[config.mk]
export PLATFORM = sky130hd
export DESIGN_NAME = grid_raycast_column_top
export DESIGN_NICKNAME = d
export VERILOG_FILES = /design/src/hw/rtl/grc_pkg.sv /design/src/hw/rtl/grid_raycast_column_top.sv /design/src/hw/rtl/grc_ctrl.sv /design/src/hw/rtl/grc_datapath.sv
export SDC_FILE = /design/constraint.sdc
export NUM_CORES = 2
export LEC_CHECK = 0
export BUFFER_PORTS_ARGS = -buffer_cell sky130_fd_sc_hd__buf_2
export CAP_MARGIN = 30
export CORE_MARGIN = 2
export CORE_UTILIZATION = 33
export DETAILED_ROUTE_END_ITERATION = 8
export HOLD_SLACK_MARGIN = 0.06
export PLACE_DENSITY = 0.58
export SYNTH_ARGS = -nofsm -noshare
export SYNTH_HDL_FRONTEND = slang
export SYNTH_MEMORY_MAX_BITS = 65536
export SYNTH_SLANG_ARGS = --single-unit
[constraint.sdc]
create_clock -name clk -period 14.51 [get_ports clk]
set_clock_uncertainty 0.1 [all_clocks]
set_input_delay 2.902 -clock clk [delete_from_list [all_inputs] [get_ports clk]]
set_output_delay 2.902 -clock clk [all_outputs]
set_load 0.05 [all_outputs]
[src/hw/rtl/grc_pkg.sv]
// ----------------------------------------------------------------------------
// grc_pkg: shared types and constants of the column raycaster
// Holds the sine table, the command and status structs and the state codes.
// ----------------------------------------------------------------------------
package grc_pkg;

  localparam int unsigned STEP_Q8 = 26;

  // controller states
  typedef enum logic [3:0] {
    ST_IDLE,
    ST_ANGLE,
    ST_DIV_ANG,
    ST_TRIG,
    ST_STEP,
    ST_CHECK,
    ST_CEIL_INIT,
    ST_DIV_CEIL,
    ST_OUT
  } grc_state_t;

  // controller to datapath
  typedef struct packed {
    logic load;        // capture input word
    logic ang_start;   // start angle division
    logic ang_step;    // one divider step
    logic ang_finish;  // form ray angle
    logic trig_sin;    // compute dx, dy and start position
    logic trig_cos;    // not used by the datapath
    logic march_step;  // advance distance
    logic march_check; // test cell
    logic ceil_start;  // start ceiling division
    logic ceil_step;   // one divider step
    logic out_load;    // load output register
  } grc_cmd_t;

  // datapath to controller
  typedef struct packed {
    logic div_done;
    logic march_stop;
  } grc_status_t;

  // round(16384*sin(k*pi/128)), k = 0..64
  function automatic logic [14:0] sine_q(input logic [6:0] k);
    logic [14:0] v;
    case (k)
      7'd0: v = 15'd0;      7'd1: v = 15'd402;    7'd2: v = 15'd804;
      7'd3: v = 15'd1205;   7'd4: v = 15'd1606;   7'd5: v = 15'd2006;
      7'd6: v = 15'd2404;   7'd7: v = 15'd2801;   7'd8: v = 15'd3196;
      7'd9: v = 15'd3590;   7'd10: v = 15'd3981;  7'd11: v = 15'd4370;
      7'd12: v = 15'd4756;  7'd13: v = 15'd5139;  7'd14: v = 15'd5520;
      7'd15: v = 15'd5897;  7'd16: v = 15'd6270;  7'd17: v = 15'd6639;
      7'd18: v = 15'd7005;  7'd19: v = 15'd7366;  7'd20: v = 15'd7723;
      7'd21: v = 15'd8076;  7'd22: v = 15'd8423;  7'd23: v = 15'd8765;
      7'd24: v = 15'd9102;  7'd25: v = 15'd9434;  7'd26: v = 15'd9760;
      7'd27: v = 15'd10080; 7'd28: v = 15'd10394; 7'd29: v = 15'd10702;
      7'd30: v = 15'd11003; 7'd31: v = 15'd11297; 7'd32: v = 15'd11585;
      7'd33: v = 15'd11866; 7'd34: v = 15'd12140; 7'd35: v = 15'd12406;
      7'd36: v = 15'd12665; 7'd37: v = 15'd12916; 7'd38: v = 15'd13160;
      7'd39: v = 15'd13395; 7'd40: v = 15'd13623; 7'd41: v = 15'd13842;
      7'd42: v = 15'd14053; 7'd43: v = 15'd14256; 7'd44: v = 15'd14449;
      7'd45: v = 15'd14635; 7'd46: v = 15'd14811; 7'd47: v = 15'd14978;
      7'd48: v = 15'd15137; 7'd49: v = 15'd15286; 7'd50: v = 15'd15426;
      7'd51: v = 15'd15557; 7'd52: v = 15'd15679; 7'd53: v = 15'd15791;
      7'd54: v = 15'd15893; 7'd55: v = 15'd15986; 7'd56: v = 15'd16069;
      7'd57: v = 15'd16143; 7'd58: v = 15'd16207; 7'd59: v = 15'd16261;
      7'd60: v = 15'd16305; 7'd61: v = 15'd16340; 7'd62: v = 15'd16364;
      7'd63: v = 15'd16379; default: v = 15'd16384;
    endcase
    return v;
  endfunction

endpackage

[src/hw/rtl/grid_raycast_column_top.sv]
// ----------------------------------------------------------------------------
// grid_raycast_column_top: column raycaster over a wall-bit grid
// A cast runs setup and two 26-step divisions on the single shared divider,
// plus the serial march loop (at most depth_limit/26 rounded up, 316 steps).
// One item at a time. Synchronous reset restores register defaults; map
// rows are undefined.
// ----------------------------------------------------------------------------
module grid_raycast_column_top #(
  parameter int unsigned MAP_WIDTH  = 32,
  parameter int unsigned MAP_HEIGHT = 32
) (
  input  logic        clk,
  input  logic        rst,
  input  logic        cfg_we,
  input  logic [2:0]  cfg_index,
  input  logic [15:0] cfg_data,
  input  logic        s_tvalid,
  output logic        s_tready,
  input  logic        s_tuser,   // op
  input  logic [47:0] s_tdata,   // column[9:0], row_index[14:10], row_bits[46:15]
  output logic        m_tvalid,
  input  logic        m_tready,
  output logic [47:0] m_tdata    // column_out, ceiling_row, floor_row, shade,
                                 // wall_hit, distance
);

  localparam logic [2:0] REG_PX = 3'd0, REG_PY = 3'd1, REG_VA = 3'd2,
    REG_FOV = 3'd3, REG_DL = 3'd4, REG_SW = 3'd5, REG_SH = 3'd6;

  logic [12:0] player_x, player_y, depth_limit;
  logic [15:0] view_angle, field_of_view;
  logic [9:0]  screen_width, screen_height;

  // configuration registers
  always_ff @(posedge clk) begin
    if (rst) begin
      player_x <= 13'd2048; player_y <= 13'd2048; view_angle <= 16'd0;
      field_of_view <= 16'd6554; depth_limit <= 13'd2560;
      screen_width <= 10'd320; screen_height <= 10'd240;
    end else if (cfg_we) begin
      unique case (cfg_index)
        REG_PX:  player_x <= cfg_data[12:0];
        REG_PY:  player_y <= cfg_data[12:0];
        REG_VA:  view_angle <= cfg_data;
        REG_FOV: field_of_view <= cfg_data;
        REG_DL:  depth_limit <= cfg_data[12:0];
        REG_SW:  screen_width <= cfg_data[9:0];
        REG_SH:  screen_height <= cfg_data[9:0];
        default: ;
      endcase
    end
  end

  logic in_fire;
  assign in_fire = s_tvalid && s_tready;

  // map rows, combinational read for the cell test
  logic [31:0] map_rows [32];
  logic [4:0]  map_addr;
  always_ff @(posedge clk) begin
    if (in_fire && !s_tuser && s_tdata[14:10] < 5'(MAP_HEIGHT > 31 ? 31 : MAP_HEIGHT)
        || in_fire && !s_tuser && MAP_HEIGHT > 31) begin
      map_rows[s_tdata[14:10]] <= s_tdata[46:15];
    end
  end

  grc_pkg::grc_cmd_t    cmd;
  grc_pkg::grc_status_t status;
  logic [9:0] column_out;
  logic [8:0] ceiling_row;
  logic [9:0] floor_row;
  logic [1:0] shade;
  logic       wall_hit;
  logic [12:0] distance;

  // output valid
  always_ff @(posedge clk) begin
    if (rst) begin
      m_tvalid <= 1'b0;
    end else if (cmd.out_load) begin
      m_tvalid <= 1'b1;
    end else if (m_tready) begin
      m_tvalid <= 1'b0;
    end
  end

  grc_ctrl u_ctrl (
    .clk, .rst, .in_fire, .in_is_cast(s_tuser),
    .out_free(!m_tvalid || m_tready), .status, .in_ready(s_tready), .cmd
  );

  grc_datapath #(.MAP_WIDTH(MAP_WIDTH), .MAP_HEIGHT(MAP_HEIGHT)) u_dp (
    .clk, .rst, .cmd, .column(s_tdata[9:0]), .player_x, .player_y,
    .view_angle, .field_of_view, .depth_limit, .screen_width, .screen_height,
    .map_addr, .map_data(map_rows[map_addr]), .status, .column_out,
    .ceiling_row, .floor_row, .shade, .wall_hit, .distance
  );

  assign m_tdata = {3'd0, distance, wall_hit, shade, floor_row, ceiling_row, column_out};

endmodule

[src/hw/rtl/grc_ctrl.sv]
// ----------------------------------------------------------------------------
// grc_ctrl: sequencer of the column raycaster
// Steps one cast through angle, trig, march and ceiling division phases.
// ----------------------------------------------------------------------------
module grc_ctrl (
  input  logic                clk,
  input  logic                rst,
  input  logic                in_fire,
  input  logic                in_is_cast,
  input  logic                out_free,
  input  grc_pkg::grc_status_t status,
  output logic                in_ready,
  output grc_pkg::grc_cmd_t    cmd
);

  grc_pkg::grc_state_t state, state_next;

  // state register
  always_ff @(posedge clk) begin
    if (rst) begin
      state <= grc_pkg::ST_IDLE;
    end else begin
      state <= state_next;
    end
  end

  // next state and commands
  always_comb begin
    state_next = state;
    cmd = '0;
    in_ready = 1'b0;
    unique case (state)
      grc_pkg::ST_IDLE: begin
        in_ready = 1'b1;
        if (in_fire && in_is_cast) begin
          cmd.load = 1'b1;
          state_next = grc_pkg::ST_ANGLE;
        end
      end
      grc_pkg::ST_ANGLE: begin
        cmd.ang_start = 1'b1;
        state_next = grc_pkg::ST_DIV_ANG;
      end
      grc_pkg::ST_DIV_ANG: begin
        cmd.ang_step = 1'b1;
        if (status.div_done) begin
          cmd.ang_step = 1'b0;
          cmd.ang_finish = 1'b1;
          state_next = grc_pkg::ST_TRIG;
        end
      end
      grc_pkg::ST_TRIG: begin
        cmd.trig_sin = 1'b1;
        cmd.trig_cos = 1'b1;
        state_next = grc_pkg::ST_STEP;
      end
      grc_pkg::ST_STEP: begin
        if (status.march_stop) begin
          state_next = grc_pkg::ST_CEIL_INIT;
        end else begin
          cmd.march_step = 1'b1;
          state_next = grc_pkg::ST_CHECK;
        end
      end
      grc_pkg::ST_CHECK: begin
        cmd.march_check = 1'b1;
        state_next = grc_pkg::ST_STEP;
      end
      grc_pkg::ST_CEIL_INIT: begin
        cmd.ceil_start = 1'b1;
        state_next = grc_pkg::ST_DIV_CEIL;
      end
      grc_pkg::ST_DIV_CEIL: begin
        cmd.ceil_step = 1'b1;
        if (status.div_done) begin
          cmd.ceil_step = 1'b0;
          state_next = grc_pkg::ST_OUT;
        end
      end
      grc_pkg::ST_OUT: begin
        if (out_free) begin
          cmd.out_load = 1'b1;
          state_next = grc_pkg::ST_IDLE;
        end
      end
      default: state_next = grc_pkg::ST_IDLE;
    endcase
  end

endmodule

[src/hw/rtl/grc_datapath.sv]
// ----------------------------------------------------------------------------
// grc_datapath: arithmetic of the column raycaster
// Angle divider, sine lookup, march position update, cell test and ceiling
// divider, all driven by commands from the sequencer.
// ----------------------------------------------------------------------------
module grc_datapath #(
  parameter int unsigned MAP_WIDTH  = 32,
  parameter int unsigned MAP_HEIGHT = 32
) (
  input  logic                 clk,
  input  logic                 rst,
  input  grc_pkg::grc_cmd_t     cmd,
  input  logic [9:0]           column,
  input  logic [12:0]          player_x,
  input  logic [12:0]          player_y,
  input  logic [15:0]          view_angle,
  input  logic [15:0]          field_of_view,
  input  logic [12:0]          depth_limit,
  input  logic [9:0]           screen_width,
  input  logic [9:0]           screen_height,
  // map row read port
  output logic [4:0]           map_addr,
  input  logic [31:0]          map_data,
  output grc_pkg::grc_status_t  status,
  output logic [9:0]           column_out,
  output logic [8:0]           ceiling_row,
  output logic [9:0]           floor_row,
  output logic [1:0]           shade,
  output logic                 wall_hit,
  output logic [12:0]          distance
);

  localparam int unsigned STEPX = grc_pkg::STEP_Q8;

  // shared restoring divider, 26-bit quotient
  logic [25:0] dv_num;
  logic [25:0] dv_quo;
  logic [25:0] dv_rem;
  logic [24:0] dv_den;
  logic [4:0]  dv_cnt;
  logic [26:0] dv_trial;

  logic [9:0]  col_r;
  logic [15:0] ang;
  logic signed [15:0] dx, dy;
  logic signed [31:0] px, py;
  logic [13:0] ray_dist;
  logic        hit;
  logic        stop;

  assign dv_trial = {dv_rem, dv_num[25]} - {2'b00, dv_den};
  assign status.div_done = (dv_cnt == 5'd0);

  // sine of a 16-bit turn
  function automatic logic signed [15:0] turn_sine(input logic [15:0] a);
    logic [14:0] p;
    logic [14:0] s0, s1, iv;
    logic [22:0] prod;
    logic [15:0] v;
    p = a[14] ? (15'd16384 - {1'b0, a[13:0]}) : {1'b0, a[13:0]};
    s0 = grc_pkg::sine_q(p[14:8]);
    s1 = grc_pkg::sine_q(p[14:8] + 7'd1);
    prod = 23'(s1 - s0) * 23'(p[7:0]);
    iv = (p[14:8] >= 7'd64) ? 15'd16384 : 15'(s0 + prod[22:8]);
    v = {1'b0, iv};
    return a[15] ? -$signed(v) : $signed(v);
  endfunction

  // cell of a Q.22 value, truncation toward zero; negative fraction gives 0
  logic signed [31:0] nx, ny;
  logic [9:0] cx, cy;
  logic       neg_x, neg_y, out_map;
  always_comb begin
    nx = px + 32'(dx) * 32'(STEPX);
    ny = py + 32'(dy) * 32'(STEPX);
  end

  always_comb begin
    neg_x = px[31] && (px[31:22] != 10'h3FF || px[21:0] == 22'd0);
    neg_y = py[31] && (py[31:22] != 10'h3FF || py[21:0] == 22'd0);
    cx = px[31] ? 10'd0 : px[31:22];
    cy = py[31] ? 10'd0 : py[31:22];
    out_map = neg_x || neg_y || (cx >= 10'(MAP_WIDTH)) || (cy >= 10'(MAP_HEIGHT));
  end

  assign map_addr = cy[4:0];

  logic map_bit;
  always_comb begin
    map_bit = 1'b0;
    if (cx < 10'd32 && cy < 10'd32) begin
      map_bit = map_data[cx[4:0]];
    end
  end

  // ceiling math
  logic [13:0] dist_m;
  logic [23:0] h_prod;
  always_comb begin
    dist_m = ray_dist - 14'd512;
    h_prod = 24'(screen_height) * 24'(dist_m);
  end

  logic [1:0] shade_c;
  logic [15:0] d3, d2;
  always_comb begin
    d3 = 16'(ray_dist) * 16'd3;
    d2 = {1'b0, ray_dist, 1'b0};
    if (d3 < 16'(depth_limit)) shade_c = 2'd0;
    else if (d2 < 16'(depth_limit)) shade_c = 2'd1;
    else if (ray_dist < 14'(depth_limit)) shade_c = 2'd2;
    else shade_c = 2'd0;
  end

  assign status.march_stop = stop || (ray_dist >= 14'(depth_limit));

  logic [9:0] wsafe;
  assign wsafe = (screen_width == 10'd0) ? 10'd1 : screen_width;

  // datapath registers
  always_ff @(posedge clk) begin
    if (rst) begin
      dv_cnt <= 5'd0;
    end else if (cmd.ang_start) begin
      dv_num <= 26'(col_r) * 26'(field_of_view);
      dv_den <= 25'(wsafe);
      dv_rem <= '0;
      dv_quo <= '0;
      dv_cnt <= 5'd26;
    end else if (cmd.ceil_start) begin
      // short distances give a zero ceiling, divisor kept nonzero
      dv_num <= (ray_dist > 14'd512) ? 26'(h_prod) : 26'd0;
      dv_den <= (ray_dist > 14'd512) ? 25'({ray_dist, 1'b0}) : 25'd1;
      dv_rem <= '0;
      dv_quo <= '0;
      dv_cnt <= 5'd26;
    end else if ((cmd.ang_step || cmd.ceil_step) && dv_cnt != 5'd0) begin
      dv_num <= {dv_num[24:0], 1'b0};
      if (!dv_trial[26]) begin
        dv_rem <= dv_trial[25:0];
        dv_quo <= {dv_quo[24:0], 1'b1};
      end else begin
        dv_rem <= {dv_rem[24:0], dv_num[25]};
        dv_quo <= {dv_quo[24:0], 1'b0};
      end
      dv_cnt <= dv_cnt - 5'd1;
    end
    if (cmd.load) begin
      col_r <= column;
      ray_dist <= '0;
      hit <= 1'b0;
      stop <= 1'b0;
    end
    if (cmd.ang_finish) begin
      ang <= view_angle - {1'b0, field_of_view[15:1]} + dv_quo[15:0];
    end
    if (cmd.trig_sin) begin
      dx <= turn_sine(ang);
      dy <= turn_sine(ang + 16'd16384);
      px <= 32'({player_x, 14'd0});
      py <= 32'({player_y, 14'd0});
    end
    if (cmd.march_step) begin
      ray_dist <= ray_dist + 14'(STEPX);
      px <= nx;
      py <= ny;
    end
    if (cmd.march_check) begin
      if (out_map) begin
        stop <= 1'b1;
        ray_dist <= 14'(depth_limit);
      end else if (map_bit) begin
        stop <= 1'b1;
        hit <= 1'b1;
      end
    end
    if (cmd.out_load) begin
      column_out <= col_r;
      ceiling_row <= dv_quo[8:0];
      floor_row <= screen_height - 10'(dv_quo[9:0]);
      shade <= shade_c;
      wall_hit <= hit;
      distance <= ray_dist[13] ? 13'h1FFF : ray_dist[12:0];
    end
  end

endmodule

==> flow_summary.toml <==
[clocking]
clk_pin_slew_ns = 0.06
postCtsSetupBuffers = 0
cts_root_buf = "clkbuf_16"
cts_buffers = 139
clkLatencyLatePin_ns = 0.81
cts_tree = "done"
cts.path.max_buffers = 3
cts.repair.resized = 0
htreeDepth = 4
clock-sinks = 1389
cts_hold_buf = 0

[grt]
grt_pass1_wl_um = 399100
use_met1_pct = 25.06
antenna_found_initial = 25
grt_pass1_vias = 65012
met2_usage_pct = 30.86
met3_usage_pct = 2.349
gr-usage-all-layers_pct = 18.60
grt_max_degree = 90
grt-ovfl-total = 0
busiest_layer = "met2"

[timing]
hold_violations = 0
worstMarginPinSlew_ns = 1.033
setup_viol = 0
fmax_mhz = 74.77
report.final.slew_viol_count = 0
period_minus_slack_ns = 13.37
fin_ws_ns = 1.136
hold_slack_ns = 0.3561
rsz0062_at_grt = "false"
slew_headroom_pct = 31.07
post-route-period-util_pct = 92.17
fin_setup_tns_ns = 0

[die]
coreArea_um2 = 270300
pin_count = 123
start_util_pct = 33.14
die_x_um = 525
die_h_um = 525
rows = 191
fp.dieArea_um2 = 275600

[logic_synthesis]
synth_ff_type = "edfxtp_1"
synth_compound_area_share_pct = 13.07
ys_seq_area_share_pct = 45.26
synth_top_cells_by_area = "edfxtp_1 (43%), fa_1 (10%), ha_1 (7.0%)"
synthXorXnorAreaFrac_pct = 3.292
post-synth-top-area-fraction_pct = 42.64
syn_avg_cell_area_um2 = 10.98
synthAdderAreaFrac_pct = 17.14
synth_common_cells = "edfxtp_1 (1272), nand2_1 (803), inv_1 (783)"
syn_area_um2 = 89580
synth-seq-cells = 1389
async_reset_ff_share_pct = 0
muxShareOfSynthArea_pct = 4.102
synth_top_family_by_area = "adder cells"
syn_inst = 8155
synth_enable_flop_cells = 1272
yosysWarnings = 0
synth_largest_area_cell = "edfxtp_1"
synth.distinct_cells = 118
post-synth-top-count-cell = "edfxtp_1"
synth_simple_gate_area_share_pct = 11.76

[placed_design]
postPlaceCellArea_um2 = 94700
portBuffers = 118
dp_hpwl_um = 173900
post-place-ws_ns = 1.201
gp_congestion = 0.9003

[outcome]
status = "complete, no violations"

[layout]
syn_to_final_growth_pct = 10.89
fin_area_um2 = 99330
n_fill_cell = 26365
nNetsFinal = 9217
register_area_um2 = 40540
multi_input_area_um2 = 44730
drive_above_1_share_pct = 9.805

[setup_path]
regToRegEndpoint = "u_dp.dx[15]"
path_class = "register to register"
critPathLaunch = "u_dp.ang[14]"
crit_path_end = "u_dp.dx[15]"
cp.required_ns = 14.95
critPathCaptureType = "register"
r2r_start = "u_dp.ang[14]"
rr_worst_depth = 48
worst_path_largest_cell_delay_ns = 0.97
r2r_slack_ns = 1.14
start_kind = "register"
cpMaxStageDelayCell = "edfxtp_1"
worst_ep_arrival_time_ns = 13.81
critPathMaxFanout = 19

[route]
wl_per_cell_um = 21.89
vias = 64530
routed_wl_um = 260100
avgViaCountPerCell = 5.431
ant_nets = 0
firstDrtPassIters = 8
drtIter0Drc = 5602
drc = 0

[min_path]
hold_depth = 2
worst_hold_startpoint = "view_angle[1]"
hold_class = "register to register"

[run]
maxCapViolCount = 0
how the worst min path moves through the flow:
stage	to	slack, ns
finish	view_angle[1]	0.36
global route	u_dp.ceiling_row[6]	0.37
CTS	u_dp.ray_dist[9]	0.35
detailed placement	u_dp.ceiling_row[6]	0.34
global placement	u_dp.ray_dist[9]	0.34
floorplan	u_dp.wall_hit	0.31
cell families after synthesis:
kind of cell,count (synthesis)
buf+inv,1207
mux,271
xor+xnor,323
compound gates,1729
fa+ha+maj,956
other cells,1
flops,1389
simple gates,2279
cell type report:
type,count,area share [%]
antenna,10,0.02519
clock buffer,175,3.732
multi-input combinational,5561,45.03
inverter,793,2.997
tap,3570,4.497
timing repair buffer,304,2.139
clock inverter,80,0.7734
sequential,1389,40.81
metrics by stage:
stage	utilization [%]	cells
floorplan	-	8157
global placement	35.03	11609
finish	36.75	11882
CTS	36.69	11867
global route	36.75	11880
detailed placement	35.04	11612
flip-flops by register name (all words and copies together), names as in the netlist, 14 cells and up:
name	cells
map_rows	1024
u_dp.ang	16
u_dp.dv_den	15
u_dp.dv_num	26
u_dp.dv_quo	16
u_dp.dy	16
u_dp.ray_dist	14
u_dp.dx	16
u_dp.py	31
view_angle	16
field_of_view	16
u_dp.px	31
u_dp.dv_rem	26
critical path: cells and delay by family (launching register included):
kind	cells	cell delay (ns)
xor+xnor	5	1.33
buf+inv	6	1.51
flops	1	0.97
fa+ha+maj	10	3.75
simple gates	9	1.43
compound gates	18	3.97
layout by cell type (no fill, tap or decap), types with 66 or more instances in the layout:
cell / count
nand2_1: 803
nor2_1: 607
nor3_1: 157
mux2i_1: 158
xnor2_1: 196
mux4_2: 72
ha_1: 504
buf_4: 178
a211oi_1: 80
a221oi_1: 142
a21o_1: 69
dfxtp_1: 117
nand2b_1: 66
and2_1: 136
a21oi_1: 425
o22ai_1: 70
o21ai_0: 329
edfxtp_1: 1272
clkbuf_16: 142
nand3_1: 107
inv_1: 782
fa_1: 452
buf_2: 118
xor2_1: 101
per-layer routing:
| layer | vias to the layer above | share of wire (%) |
|---|---|---|
| li1 | 29332 | - |
| met2 | 2350 | 47 |
| met1 | 32401 | 43 |
| met3 | 437 | 6.5 |
| met4 | 10 | 3.2 |
| met5 | - | 0.026 |
Power is not shown: default switching activity piles up to over one toggle a cycle in this logic, so the estimate is an artifact.
